$ cat src/rtl/mfm_dec_pkg.sv
// Shared constants, types and bit-gather helpers for the MFM sector decoder.
// No dependencies.
`timescale 1ns / 1ps
`default_nettype none
package mfm_dec_pkg;

   localparam int DATA_WORDS   = 128;
   localparam int MAX_SECTORS  = 22;
   localparam int LABEL_WORDS  = 4;

   localparam int WORD_W       = 32;
   localparam int HALF_W       = 16;
   localparam int KIND_W       = 3;
   localparam int INDEX_W      = 7;
   localparam int SECT_W       = 5;

   localparam logic [WORD_W-1:0] MFM_MASK = 32'h5555_5555;

   localparam int HDR_FIRST    = 2;
   localparam int LABEL_FIRST  = 4;
   localparam int HSUM_FIRST   = LABEL_FIRST + 2 * LABEL_WORDS;
   localparam int DSUM_FIRST   = HSUM_FIRST + 2;
   localparam int ODD_FIRST    = DSUM_FIRST + 2;
   localparam int EVEN_FIRST   = ODD_FIRST + DATA_WORDS;
   localparam int SECTOR_WORDS = EVEN_FIRST + DATA_WORDS;

   localparam int POS_W        = $clog2(SECTOR_WORDS);
   localparam int IDX_W        = $clog2(DATA_WORDS);

   localparam int CSR_ADDR_W   = 3;
   localparam int CSR_DATA_W   = 32;
   localparam logic [CSR_ADDR_W-1:0] CSR_SPT_ADDR = 3'd0;
   localparam logic [SECT_W-1:0]     SPT_RESET    = 5'd11;

   typedef enum logic [KIND_W-1:0] {
      KIND_FORMAT = 3'd0,
      KIND_LABEL  = 3'd1,
      KIND_HSUM   = 3'd2,
      KIND_DSUM   = 3'd3,
      KIND_DATA   = 3'd4
   } kind_type;

   function automatic logic [HALF_W-1:0] pack_bits(input logic [WORD_W-1:0] v);
      logic [HALF_W-1:0] r;
      for (int i = 0; i < HALF_W; i++) begin
         r[i] = v[2*i];
      end
      return r;
   endfunction

   function automatic logic [WORD_W-1:0] spread_bits(input logic [HALF_W-1:0] v);
      logic [WORD_W-1:0] r;
      r = '0;
      for (int i = 0; i < HALF_W; i++) begin
         r[2*i] = v[i];
      end
      return r;
   endfunction

endpackage
`default_nettype wire

$ cat src/rtl/mfm_dec_if.sv
// Valid/ready channel interfaces for raw longwords in and decoded words out.
// Depends on mfm_dec_pkg.
`timescale 1ns / 1ps
`default_nettype none
interface mfm_dec_req_if;
   logic                            valid;
   logic                            ready;
   logic [mfm_dec_pkg::WORD_W-1:0]  encoded_word;

   modport source (output valid, output encoded_word, input ready);
   modport sink   (input valid, input encoded_word, output ready);
endinterface

interface mfm_dec_rsp_if;
   logic                            valid;
   logic                            ready;
   logic [mfm_dec_pkg::WORD_W-1:0]  decoded_word;
   mfm_dec_pkg::kind_type           word_kind;
   logic [mfm_dec_pkg::INDEX_W-1:0] word_index;
   logic [mfm_dec_pkg::SECT_W-1:0]  sector_count;
   logic [mfm_dec_pkg::WORD_W-1:0]  computed_checksum;
   logic                            sector_last;
   logic                            track_last;

   modport source (output valid, output decoded_word, output word_kind, output word_index,
                   output sector_count, output computed_checksum, output sector_last,
                   output track_last, input ready);
   modport sink   (input valid, input decoded_word, input word_kind, input word_index,
                   input sector_count, input computed_checksum, input sector_last,
                   input track_last, output ready);
endinterface
`default_nettype wire

$ cat src/rtl/mfm_dec_csr.sv
// APB-style register port holding the sectors-per-track count.
// Depends on mfm_dec_pkg.
`timescale 1ns / 1ps
`default_nettype none
module mfm_dec_csr (
   input  wire logic                                clock,
   input  wire logic                                reset,
   input  wire logic                                psel,
   input  wire logic                                penable,
   input  wire logic                                pwrite,
   input  wire logic [mfm_dec_pkg::CSR_ADDR_W-1:0]  paddr,
   input  wire logic [mfm_dec_pkg::CSR_DATA_W-1:0]  pwdata,
   output logic      [mfm_dec_pkg::CSR_DATA_W-1:0]  prdata,
   output logic                                     pready,
   output logic      [mfm_dec_pkg::SECT_W-1:0]      spt_eff
);
   import mfm_dec_pkg::*;

   logic [SECT_W-1:0] spt_ff;
   logic [SECT_W-1:0] spt_in;
   logic              wr_hit;

   assign pready = 1'b1;
   assign wr_hit = psel && penable && pwrite && (paddr == CSR_SPT_ADDR);
   assign spt_in = wr_hit ? pwdata[SECT_W-1:0] : spt_ff;

   always_ff @(posedge clock) begin
      if (reset) begin
         spt_ff <= SPT_RESET;
      end else begin
         spt_ff <= spt_in;
      end
   end

   always_comb begin
      prdata = '0;
      if (paddr == CSR_SPT_ADDR) begin
         prdata = CSR_DATA_W'(spt_ff);
      end
   end

   // zero reads as one sector, large values clamp
   always_comb begin
      if (spt_ff == '0) begin
         spt_eff = SECT_W'(1);
      end else if (32'(spt_ff) > MAX_SECTORS) begin
         spt_eff = SECT_W'(MAX_SECTORS);
      end else begin
         spt_eff = spt_ff;
      end
   end

endmodule
`default_nettype wire

$ cat src/rtl/mfm_dec_core.sv
// Track position sequencer, odd-half store and decode pipeline.
// Depends on mfm_dec_pkg and mfm_dec_if.
`timescale 1ns / 1ps
`default_nettype none
module mfm_dec_core (
   input  wire logic                            clock,
   input  wire logic                            reset,
   input  wire logic [mfm_dec_pkg::SECT_W-1:0]  spt_eff,
   mfm_dec_req_if.sink                          req_bus,
   mfm_dec_rsp_if.source                        rsp_bus
);
   import mfm_dec_pkg::*;

   logic [HALF_W-1:0] odd_mem [DATA_WORDS];
   logic [HALF_W-1:0] rdata_ff;

   logic [POS_W-1:0]  pos_ff, pos_in;
   logic [SECT_W-1:0] sect_ff, sect_in;
   logic [WORD_W-1:0] hsum_ff, hsum_in;
   logic [WORD_W-1:0] dsum_ff, dsum_in;
   logic [HALF_W-1:0] pend_ff;

   // stage 1: waiting for store read data
   logic              s1_valid_ff;
   logic              s1_mem_ff;
   logic [HALF_W-1:0] s1_first_ff;
   logic [WORD_W-1:0] s1_m_ff;
   kind_type          s1_kind_ff;
   logic [INDEX_W-1:0] s1_idx_ff;
   logic [SECT_W-1:0] s1_sect_ff;
   logic [WORD_W-1:0] s1_sum_ff;
   logic              s1_slast_ff;
   logic              s1_tlast_ff;

   // output register
   logic              out_valid_ff;
   logic [WORD_W-1:0] out_word_ff;
   kind_type          out_kind_ff;
   logic [INDEX_W-1:0] out_idx_ff;
   logic [SECT_W-1:0] out_sect_ff;
   logic [WORD_W-1:0] out_sum_ff;
   logic              out_slast_ff;
   logic              out_tlast_ff;

   logic              out_free, s1_move, accept;
   logic [WORD_W-1:0] m;
   logic [WORD_W-1:0] hsum_base, dsum_base;
   logic              is_hdr, is_odd, is_even, first_half, emit;
   logic [POS_W-1:0]  odd_off, even_off;
   logic [IDX_W-1:0]  odd_addr, even_addr;
   logic              data_last, sect_wrap;
   logic [SECT_W:0]   sect_next;
   kind_type          kind;
   logic [INDEX_W-1:0] idx;
   logic [WORD_W-1:0] sum;
   logic [HALF_W-1:0] s1_half;

   assign out_free      = !out_valid_ff || rsp_bus.ready;
   assign s1_move       = s1_valid_ff && out_free;
   assign req_bus.ready = !s1_valid_ff || out_free;
   assign accept        = req_bus.valid && req_bus.ready;

   assign m          = req_bus.encoded_word & MFM_MASK;
   assign is_hdr     = pos_ff >= POS_W'(HDR_FIRST) && pos_ff < POS_W'(ODD_FIRST);
   assign is_odd     = pos_ff >= POS_W'(ODD_FIRST) && pos_ff < POS_W'(EVEN_FIRST);
   assign is_even    = pos_ff >= POS_W'(EVEN_FIRST);
   assign first_half = !pos_ff[0];
   assign emit       = (is_hdr && !first_half) || is_even;
   assign odd_off    = pos_ff - POS_W'(ODD_FIRST);
   assign even_off   = pos_ff - POS_W'(EVEN_FIRST);
   assign odd_addr   = odd_off[IDX_W-1:0];
   assign even_addr  = even_off[IDX_W-1:0];
   assign data_last  = is_even && (even_addr == IDX_W'(DATA_WORDS - 1));
   assign sect_next  = {1'b0, sect_ff} + (SECT_W+1)'(1);
   assign sect_wrap  = sect_next >= {1'b0, spt_eff};

   assign hsum_base = (pos_ff == '0) ? '0 : hsum_ff;
   assign dsum_base = (pos_ff == '0) ? '0 : dsum_ff;
   assign hsum_in   = (is_hdr && pos_ff < POS_W'(HSUM_FIRST)) ? (hsum_base ^ m) : hsum_base;
   assign dsum_in   = (is_odd || is_even) ? (dsum_base ^ m) : dsum_base;

   always_comb begin
      kind = KIND_DATA;
      idx  = INDEX_W'(even_addr);
      sum  = data_last ? dsum_in : '0;
      if (is_hdr) begin
         idx = '0;
         sum = '0;
         if (pos_ff < POS_W'(LABEL_FIRST)) begin
            kind = KIND_FORMAT;
         end else if (pos_ff < POS_W'(HSUM_FIRST)) begin
            kind = KIND_LABEL;
            idx  = INDEX_W'((pos_ff - POS_W'(LABEL_FIRST)) >> 1);
         end else if (pos_ff < POS_W'(DSUM_FIRST)) begin
            kind = KIND_HSUM;
            sum  = hsum_ff;
         end else begin
            kind = KIND_DSUM;
         end
      end
   end

   always_comb begin
      pos_in  = pos_ff + POS_W'(1);
      sect_in = sect_ff;
      if (pos_ff == POS_W'(SECTOR_WORDS - 1)) begin
         pos_in  = '0;
         sect_in = sect_wrap ? '0 : sect_next[SECT_W-1:0];
      end
   end

   always_ff @(posedge clock) begin
      if (accept && is_odd) begin
         odd_mem[odd_addr] <= pack_bits(m);
      end
   end

   always_ff @(posedge clock) begin
      if (accept && is_even) begin
         rdata_ff <= odd_mem[even_addr];
      end
   end

   always_ff @(posedge clock) begin
      if (reset) begin
         pos_ff       <= '0;
         sect_ff      <= '0;
         hsum_ff      <= '0;
         dsum_ff      <= '0;
         pend_ff      <= '0;
         s1_valid_ff  <= 1'b0;
         out_valid_ff <= 1'b0;
      end else begin
         if (accept) begin
            pos_ff  <= pos_in;
            sect_ff <= sect_in;
            hsum_ff <= hsum_in;
            dsum_ff <= dsum_in;
            if (is_hdr && first_half) begin
               pend_ff <= pack_bits(m);
            end
            s1_valid_ff <= emit;
         end else if (s1_move) begin
            s1_valid_ff <= 1'b0;
         end
         if (s1_move) begin
            out_valid_ff <= 1'b1;
         end else if (rsp_bus.ready) begin
            out_valid_ff <= 1'b0;
         end
      end
   end

   always_ff @(posedge clock) begin
      if (accept) begin
         s1_mem_ff   <= is_even;
         s1_first_ff <= pend_ff;
         s1_m_ff     <= m;
         s1_kind_ff  <= kind;
         s1_idx_ff   <= idx;
         s1_sect_ff  <= sect_ff;
         s1_sum_ff   <= sum;
         s1_slast_ff <= data_last;
         s1_tlast_ff <= data_last && sect_wrap;
      end
   end

   assign s1_half = s1_mem_ff ? rdata_ff : s1_first_ff;

   always_ff @(posedge clock) begin
      if (s1_move) begin
         out_word_ff  <= (spread_bits(s1_half) << 1) | s1_m_ff;
         out_kind_ff  <= s1_kind_ff;
         out_idx_ff   <= s1_idx_ff;
         out_sect_ff  <= s1_sect_ff;
         out_sum_ff   <= s1_sum_ff;
         out_slast_ff <= s1_slast_ff;
         out_tlast_ff <= s1_tlast_ff;
      end
   end

   assign rsp_bus.valid             = out_valid_ff;
   assign rsp_bus.decoded_word      = out_word_ff;
   assign rsp_bus.word_kind         = out_kind_ff;
   assign rsp_bus.word_index        = out_idx_ff;
   assign rsp_bus.sector_count      = out_sect_ff;
   assign rsp_bus.computed_checksum = out_sum_ff;
   assign rsp_bus.sector_last       = out_slast_ff;
   assign rsp_bus.track_last        = out_tlast_ff;

endmodule
`default_nettype wire

$ cat src/rtl/mfm_track_sector_decoder_top.sv
// Top level of the MFM track sector decoder: register port and decode core.
// Depends on mfm_dec_pkg, mfm_dec_if, mfm_dec_csr and mfm_dec_core.
`timescale 1ns / 1ps
`default_nettype none
// Takes one raw MFM longword per cycle while results are taken, gapless from the
// start of a track, and delivers decoded header fields and data words via the stage-1
// and output registers after the transfer that completes them. Odd halves of the
// data area go to a 128 x 16 store with a registered read; each even half reads
// its partner back as it is taken. Sync words, first halves and odd data halves
// give no output. Computed XOR checksums are reported but not compared. Write
// sectors_per_track (address 0) only while idle.
module mfm_track_sector_decoder_top (
   input  wire logic                                clock,
   input  wire logic                                reset,
   mfm_dec_req_if.sink                              req_bus,
   mfm_dec_rsp_if.source                            rsp_bus,
   input  wire logic                                psel,
   input  wire logic                                penable,
   input  wire logic                                pwrite,
   input  wire logic [mfm_dec_pkg::CSR_ADDR_W-1:0]  paddr,
   input  wire logic [mfm_dec_pkg::CSR_DATA_W-1:0]  pwdata,
   output logic      [mfm_dec_pkg::CSR_DATA_W-1:0]  prdata,
   output logic                                     pready
);
   import mfm_dec_pkg::*;

   logic [SECT_W-1:0] spt_eff;

   mfm_dec_csr u_csr (
      .clock   (clock),
      .reset   (reset),
      .psel    (psel),
      .penable (penable),
      .pwrite  (pwrite),
      .paddr   (paddr),
      .pwdata  (pwdata),
      .prdata  (prdata),
      .pready  (pready),
      .spt_eff (spt_eff)
   );

   mfm_dec_core u_core (
      .clock   (clock),
      .reset   (reset),
      .spt_eff (spt_eff),
      .req_bus (req_bus),
      .rsp_bus (rsp_bus)
   );

endmodule
`default_nettype wire

$ cat src/flat_wrapper.sv
// flat-port wrapper written by rule: the top's interface ports become plain ports
module mfm_track_sector_decoder_top_flat import mfm_dec_pkg::*;
  (clock, reset, psel, penable, pwrite, paddr, pwdata, prdata, pready, req_bus_valid, req_bus_encoded_word, req_bus_ready, rsp_bus_valid, rsp_bus_decoded_word, rsp_bus_word_kind, rsp_bus_word_index, rsp_bus_sector_count, rsp_bus_computed_checksum, rsp_bus_sector_last, rsp_bus_track_last, rsp_bus_ready);
  mfm_dec_req_if req_bus_i ();
  mfm_dec_rsp_if rsp_bus_i ();
  input  wire logic clock;
  input  wire logic reset;
  input  wire logic psel;
  input  wire logic penable;
  input  wire logic pwrite;
  input  wire logic [mfm_dec_pkg::CSR_ADDR_W-1:0] paddr;
  input  wire logic [mfm_dec_pkg::CSR_DATA_W-1:0] pwdata;
  output logic      [mfm_dec_pkg::CSR_DATA_W-1:0] prdata;
  output logic pready;
  input wire logic [$bits(req_bus_i.valid)-1:0] req_bus_valid;
  input wire logic [$bits(req_bus_i.encoded_word)-1:0] req_bus_encoded_word;
  output wire logic [$bits(req_bus_i.ready)-1:0] req_bus_ready;
  output wire logic [$bits(rsp_bus_i.valid)-1:0] rsp_bus_valid;
  output wire logic [$bits(rsp_bus_i.decoded_word)-1:0] rsp_bus_decoded_word;
  output wire logic [$bits(rsp_bus_i.word_kind)-1:0] rsp_bus_word_kind;
  output wire logic [$bits(rsp_bus_i.word_index)-1:0] rsp_bus_word_index;
  output wire logic [$bits(rsp_bus_i.sector_count)-1:0] rsp_bus_sector_count;
  output wire logic [$bits(rsp_bus_i.computed_checksum)-1:0] rsp_bus_computed_checksum;
  output wire logic [$bits(rsp_bus_i.sector_last)-1:0] rsp_bus_sector_last;
  output wire logic [$bits(rsp_bus_i.track_last)-1:0] rsp_bus_track_last;
  input wire logic [$bits(rsp_bus_i.ready)-1:0] rsp_bus_ready;
  assign req_bus_i.valid = req_bus_valid;
  assign req_bus_i.encoded_word = req_bus_encoded_word;
  assign req_bus_ready = req_bus_i.ready;
  assign rsp_bus_valid = rsp_bus_i.valid;
  assign rsp_bus_decoded_word = rsp_bus_i.decoded_word;
  assign rsp_bus_word_kind = rsp_bus_i.word_kind;
  assign rsp_bus_word_index = rsp_bus_i.word_index;
  assign rsp_bus_sector_count = rsp_bus_i.sector_count;
  assign rsp_bus_computed_checksum = rsp_bus_i.computed_checksum;
  assign rsp_bus_sector_last = rsp_bus_i.sector_last;
  assign rsp_bus_track_last = rsp_bus_i.track_last;
  assign rsp_bus_i.ready = rsp_bus_ready;
  mfm_track_sector_decoder_top u_core (.clock(clock), .reset(reset), .req_bus(req_bus_i), .rsp_bus(rsp_bus_i), .psel(psel), .penable(penable), .pwrite(pwrite), .paddr(paddr), .pwdata(pwdata), .prdata(prdata), .pready(pready));
endmodule
$ cat config.mk
export PLATFORM = sky130hd
export DESIGN_NAME = mfm_track_sector_decoder_top_flat
export DESIGN_NICKNAME = d
export VERILOG_FILES = /design/src/rtl/mfm_dec_pkg.sv /design/src/rtl/mfm_dec_if.sv /design/src/rtl/mfm_dec_csr.sv /design/src/rtl/mfm_dec_core.sv /design/src/rtl/mfm_track_sector_decoder_top.sv /design/src/flat_wrapper.sv
export SDC_FILE = /design/constraint.sdc
export NUM_CORES = 2
export LEC_CHECK = 0
export ABC_AREA = 1
export BUFFER_PORTS_ARGS = -buffer_cell sky130_fd_sc_hd__buf_4
export CORE_ASPECT_RATIO = 1.25
export CORE_MARGIN = 2
export CORE_UTILIZATION = 55
export CTS_CLUSTER_SIZE = 20
export DETAILED_ROUTE_END_ITERATION = 10
export HOLD_SLACK_MARGIN = 0.06
export PLACE_DENSITY = 0.77
export SLEW_MARGIN = 5
export SYNTH_ARGS = -nofsm -noshare
export SYNTH_HDL_FRONTEND = slang
export SYNTH_SLANG_ARGS = --single-unit
$ cat constraint.sdc
create_clock -name clock -period 6.4 [get_ports clock]
set_clock_uncertainty 0.1 [all_clocks]
set_input_delay 0.32 -clock clock [delete_from_list [all_inputs] [get_ports clock]]
set_output_delay 0.32 -clock clock [all_outputs]
set_load 0.03 [all_outputs]
# Word level (Yosys, flattened, before mapping)
# Memories as Yosys holds them, arrays and structs flattened. A register that Yosys moved wholly into a read port is not among the register bits.
# Cells that the tools add are included.
classes:
  n_addsub: 5
  order_cmp: 10
  n_eq_ne: 2
  mux: 26
  n_bitwise: 4
  n_reduce_logical: 30
op_table:
  columns: ["op", "n"]
  rows:
  - ["2-to-1 mux 32 bit", 9]
  - ["bitwise XOR 32 x 31 -> 32 bit", 2]
  - ["OR 32 x 31 -> 32 bit", 1]
  - ["2-to-1 mux 7 bit", 3]
  - ["2-to-1 mux 5 bit", 4]
  - ["< comparator 9 x 4 -> 1 bit, second input constant", 2]
  - ["2-to-1 mux 16 bit", 1]
  - ["logical AND 1 bit", 14]
  - ["subtractor 7 x 5 -> 7 bit, second input constant", 2]
  - ["adder 9 x 1 -> 9 bit, second input constant", 1]
  - ["== test 9 bit, second input constant", 1]
  - ["greater-or-equal comparator 9 x 2 -> 1 bit, second input constant", 1]
  - ["greater-or-equal comparator 9 x 5 -> 1 bit, second input constant", 1]
  - ["greater-or-equal comparator 9 x 8 -> 1 bit, second input constant", 1]
  - ["logical NOT 9 bit", 1]
  - ["< comparator 9 x 3 -> 1 bit, second input constant", 1]
  - ["< comparator 9 x 5 -> 1 bit, second input constant", 1]
  - ["< comparator 9 x 8 -> 1 bit, second input constant", 1]
  - ["2-to-1 mux 9 bit", 1]
  - ["subtractor 8 x 3 -> 8 bit, second input constant", 1]
  - ["== test 7 bit, second input constant", 1]
  - ["2-to-1 mux 1 bit", 7]
  - ["adder 5 x 1 -> 6 bit, second input constant", 1]
  - ["greater-or-equal comparator 6 x 5 -> 1 bit", 1]
  - ["11 further kinds", 18]
totals:
  register_bits: 264
  mem_bits_rw: 2048
  input_bits: 74
  output_inout_bits: 116
  elab_cells: 104
  mem_count: 1
mem_list:
  columns: ["name", "depth", "word_bits", "rd", "rd_ports_with_merged_regs", "wr", "line", "rtl"]
  rows:
  - ["u_core.u_core.odd_mem", 128, 16, 1, 1, 1, "mfm_dec_core.sv:14", "logic [HALF_W-1:0] odd_mem [DATA_WORDS];"]

# Longest topological paths before layout
depth:
  word_depth: 7
  mapped_depth: 16
  ltp_nobuf: 14

# Cells and area by module
# From an unflattened synthesis, not the netlist that was laid out.
hier_totals:
  cells_unflattened: 9475
  area_unflattened_um2: 96877.9
by_module_without_submodules:
  columns: ["mod", "instances", "cells_per_inst", "area_each_um2", "seq_area_each_um2"]
  rows:
  - ["mfm_dec_core", 1, 9390, 96316.1, 68475.7]
  - ["mfm_dec_csr", 1, 85, 561.8, 100.1]

# Worst setup path after synthesis
# Ideal clock, no wire load.
synth_path:
  kind: "flip-flop to flip-flop"
  from: "reg u_core.u_core.out_valid_ff, in the netlist u_core.u_core.rsp_bus.valid"
  to: "reg u_core.u_core.out_sum_ff[0], in the netlist u_core.u_core.rsp_bus.computed_checksum[0], enable pin"
  setup_ns: 0.547
  arrival_ns: 4.413
  required_ns: 5.753
  setup_slack_ns: 1.340
  path_stages_with_launch: 2
  path_buffers: 0
  cell_sequence: "dfxtp_1 > a21oi_1"
synth_between:
  elab_chain_cells: 3
synth_rtl:
  columns: ["item", "line", "rtl"]
  rows:
  - ["from (decl)", "mfm_dec_core.sv:36", "logic out_valid_ff;"]
  - ["from (signal assigned)", "mfm_dec_core.sv:132", "out_valid_ff <= 1'b0;"]
  - ["from (signal assigned)", "mfm_dec_core.sv:147", "out_valid_ff <= 1'b1;"]
  - ["from (signal assigned)", "mfm_dec_core.sv:149", "out_valid_ff <= 1'b0;"]
  - ["logical NOT 1 bit", "mfm_dec_core.sv:58", "assign out_free = !out_valid_ff || rsp_bus.ready;"]
  - ["logical OR 1 bit", "mfm_dec_core.sv:58", null]
  - ["logical AND 1 bit", "mfm_dec_core.sv:59", "assign s1_move = s1_valid_ff && out_free;"]
  - ["named net u_core.u_core.s1_move", "mfm_dec_core.sv:45", "logic out_free, s1_move, accept;"]
  - ["to (signal assigned)", "mfm_dec_core.sv:176", "out_sum_ff <= s1_sum_ff;"]
  - ["to (decl)", "mfm_dec_core.sv:41", "logic [WORD_W-1:0] out_sum_ff;"]
# The timed path passes the listed nets, and every way through them passes these cells.
# A chain may end at the register's enable or synchronous reset.

# Final worst setup path
layout_path:
  from: "reg u_core.u_core.pos_ff[2]"
  to: "reg u_core.u_core.rdata_ff[7], read port of u_core.u_core.odd_mem (data pin)"
layout_between:
  elab_chain_cells: 2
layout_rtl:
  columns: ["item", "line", "rtl"]
  rows:
  - ["from (decl)", "mfm_dec_core.sv:17", "logic [POS_W-1:0] pos_ff, pos_in;"]
  - ["from (signal assigned)", "mfm_dec_core.sv:135", "pos_ff <= pos_in;"]
  - ["greater-or-equal comparator 9 x 8 -> 1 bit", "mfm_dec_core.sv:66", "assign is_even = pos_ff >= POS_W'(EVEN_FIRST);"]
  - ["logical AND 1 bit", "mfm_dec_core.sv:119", "if (accept && is_even) begin"]
  - ["to (decl)", "mfm_dec_core.sv:15", "logic [HALF_W-1:0] rdata_ff;"]
# Several ways; a longest one is shown, not always the timed one.

==> flow_metrics.py <==
metrics = {
    "global_route": {
        "grt_overflow_total": 0,
        "antenna_found_initial": 5,
        "grt_max_degree": 175,
        "grt_pass1_vias": 60900,
        "grtUsageTotal_pct": 28.9,
        "grt_first_pass_wirelength_mm": 373,
    },
    "run": {
        "cap_violations": 0,
    },
    "drt": {
        "drt_iter0_markers": 9279,
        "dr.pass1.iters": 11,
        "ant_nets": 0,
        "routedWlPerCell_um": 23.9,
        "drc": 0,
        "vias_per_cell": 5.98,
        "wl_mm": 253,
        "dr_total_vias": 63400,
    },
    "timing": {
        "finalHoldViolations": 0,
        "rsz0062_at_grt": "no",
        "worst_pin_slew_ns": 1.13,
        "holdWs_ns": 0.206,
        "period_share_pct": 73.3,
        "slew_headroom_pct": 24.2,
        "min_period_ns": 4.69,
        "setup_viol": 0,
        "fmax_mhz": 213,
        "fin_tns_setup_ns": 0,
        "slew_violations": 0,
    },
    "placed_design": {
        "routabilityCongestion": 0.992,
        "placedCellCount": 10200,
        "placed_area_um2": 97200,
        "numPortBuffers": 118,
        "dp_hpwl_mm": 140,
    },
    "die": {
        "ios": 190,
        "die_h_um": 465,
        "core_um2": 169000,
        "die_w_um": 372,
        "start_util_pct": 55.2,
        "die_area_um2": 173000,
        "placementRows": 169,
    },
    "setup_path": {
        "cp_max_fo": 104,
        "end_kind": "flop",
        "cp_cell_sequence": "inv_8 > nand3_2 > buf_4 > o21ai_0 > nor2_1 > nand2_1 > nand2_1 > nand2_1 > nor2_1 > nor2_1 > nor2_1 > nand2_1",
        "critical_path.slowest_cell": "dfxtp_4",
        "max_stage_delay_ns": 0.88,
        "arrival_ns": 5.17,
        "crit_required_ns": 6.87,
        "critPathLaunchType": "flop",
        "crit_type": "reg -> reg",
    },
    "final_layout": {
        "regArea_um2": 68600,
        "instances_no_fill": 10600,
        "final_area_um2": 104000,
        "area_delta_synth_final_pct": 11.5,
        "multiInputGateArea_um2": 22100,
        "drive_gt1_share_pct": 8.53,
        "fillers": 12300,
        "finalNetCount": 8298,
    },
    "logic_synthesis": {
        "synth_area_um2": 93300,
        "synthTopCellsByArea": "edfxtp_1 72%, nand2_1 9.2%, nor2_1 5.4%",
        "synth_flop_cell": "edfxtp_1",
        "synth-seq-cells": 2312,
        "yosysMostFrequentCell": "nand2_1",
        "ys_types": 38,
        "synth_edf_count": 2227,
        "synth_warnings": 0,
        "netlist_instances": 8089,
        "synth-async-reset-ratio_pct": 0,
        "synth.largest_area_cell": "edfxtp_1",
        "synth_top_cells_by_count": "2,278 x nand2_1, 2,227 x edfxtp_1, 1,353 x nor2_1",
        "ys_seq_area_share_pct": 73.5,
        "syn_area_per_cell_um2": 11.5,
        "synth_top_area_share_pct": 71.6,
    },
    "clock_network": {
        "clk_path_buf_depth": 3,
        "numCtsBuffers": 203,
        "ctsResizeCount": 0,
        "clock_latency_ns": 0.86,
        "cts_tree": "done",
        "clockRootBuffer": "clkbuf_16",
        "holdBufCountCts": 35,
        "post_cts.repair.setup_buffers": 0,
        "clock-sinks": 2312,
        "cts_max_level": 4,
        "clk_pin_slew_ns": 0.06,
    },
    "outcome": {
        "status": "finished, final reports clean",
    },
    "power": {
        "ir_drop_mv": 0.376,
        "total_leakage_power_nw": 39.1,
        "powerDensity_nw_per_um2": 293,
    },
    "hold_path": {
        "min_path_type": "in -> reg",
    },
}
layer usage:
metal / track usage, % / up-vias / part of all wire (%) / routed length [µm]
li1: - / 28300 / - / -
met1: 37.1 / 30400 / 35 / 89000
met2: 46.7 / 4029 / 48 / 122000
met3: 5.04 / 718 / 11 / 27200
met4: 15.9 / 4 / 6.1 / 15500
met5: 0 / - / 0.0087 / 22
layout make-up:
cell class | instances | share of cell area [%]
antenna | 2 | 0.00481
multi-input combinational | 5084 | 21.2
tap | 2223 | 2.67
inverter | 202 | 0.747
sequential | 2312 | 65.9
clock inverter | 122 | 1.01
timing repair buffer | 405 | 3.22
clock buffer | 253 | 5.20
state kept, by name (all words and copies together) (netlist names), 5 cells and up:
name	flops
u_core.u_core.dsum_ff	32
u_core.u_core.hsum_ff	16
u_core.u_core.odd_mem	2048
u_core.u_core.pend_ff	16
u_core.u_core.pos_ff	9
u_core.u_core.rdata_ff	16
u_core.u_core.rsp_bus.computed_checksum	32
u_core.u_core.rsp_bus.decoded_word	32
u_core.u_core.rsp_bus.sector_count	5
u_core.u_core.rsp_bus.word_index	7
u_core.u_core.s1_first_ff	16
u_core.u_core.s1_idx_ff	7
u_core.u_core.s1_m_ff	16
u_core.u_core.s1_sect_ff	5
u_core.u_core.s1_sum_ff	32
u_core.u_core.sect_ff	5
u_core.u_csr.spt_ff	5
through the flow:
step	util [%]	setup WS [ns]	total power (W)
detailed placement	57.5	1.96	0.0188
finish	61.5	1.71	0.0305
floorplan	-	1.34	0.0180
CTS	61.5	1.95	0.0305
global placement	57.5	1.99	0.0188
global route	61.5	1.71	0.0313
cells in the final DEF, fill, tap and decap left out, drive strengths merged:
cell type	Yosys	layout
dfxtp	85	85
a31oi	4	4
ha	16	16
conb	2	28
o22ai	4	4
nor3	27	27
buf	208	370
nor2	1357	1357
a21o	1	1
nor4	3	3
nand4	560	560
or2	1	1
diode	0	2
clkinv	1	101
a211oi	2	2
inv	201	206
nor3b	1	1
xor2	20	20
o211ai	2	2
a41oi	1	1
o21ai	297	297
a21oi	44	44
edfxtp	2227	2227
mux2	16	16
dlygate4sd3	0	35
nand3	419	419
clkinvlp	0	3
bufinv	0	14
o31ai	1	1
o21a	1	1
clkbuf	309	253
nand2	2279	2279
final timing paths:
path	start	end	slack [ns]	depth (start not counted)
max	u_core.u_core.pos_ff[2]$_SDFFE_PP0P_	u_core.u_core.rdata_ff[7]$_DFFE_PP_	1.71	12
min	req_bus_encoded_word[16]	u_core.u_core.odd_mem[16][8]$_DFFE_PP_	0.21	2
max reg2reg	u_core.u_core.pos_ff[2]$_SDFFE_PP0P_	u_core.u_core.rdata_ff[7]$_DFFE_PP_	1.71	12
min reg2reg	u_core.u_core.s1_sum_ff[14]$_DFFE_PP_	u_core.u_core.rsp_bus.computed_checksum[14]$_DFFE_PP_	0.32	0
worst max-delay path: cells and delay by family, from the launching register on:
| kind | cells | cell delay [ns] |
|---|---|---|
| AND/OR/NAND/NOR | 9 | 2.21 |
| buffers and inverters | 2 | 0.93 |
| flip-flops | 1 | 0.88 |
| AO/OA/AOI/OAI | 1 | 0.13 |
power by group:
part           switching, W  internal, W  total (W)
clock               0.00540      0.00657     0.0120
combinational       0.00147     0.000395    0.00187
sequential        0.0000422       0.0166     0.0167
logic make-up after synthesis:
group                    Yosys count  share of synthesized area (%)
AO/OA/AOI/OAI                    357                           1.96
XOR/XNOR                          20                          0.188
adder cells (fa/ha/maj)           16                          0.214
buffers and inverters            719                           3.14
flip-flops                      2312                           73.5
multiplexers                      16                          0.193
other                              2                        0.00805
AND/OR/NAND/NOR                 4647                           20.8
No activity file was read; power rests on OpenSTA's default activity.
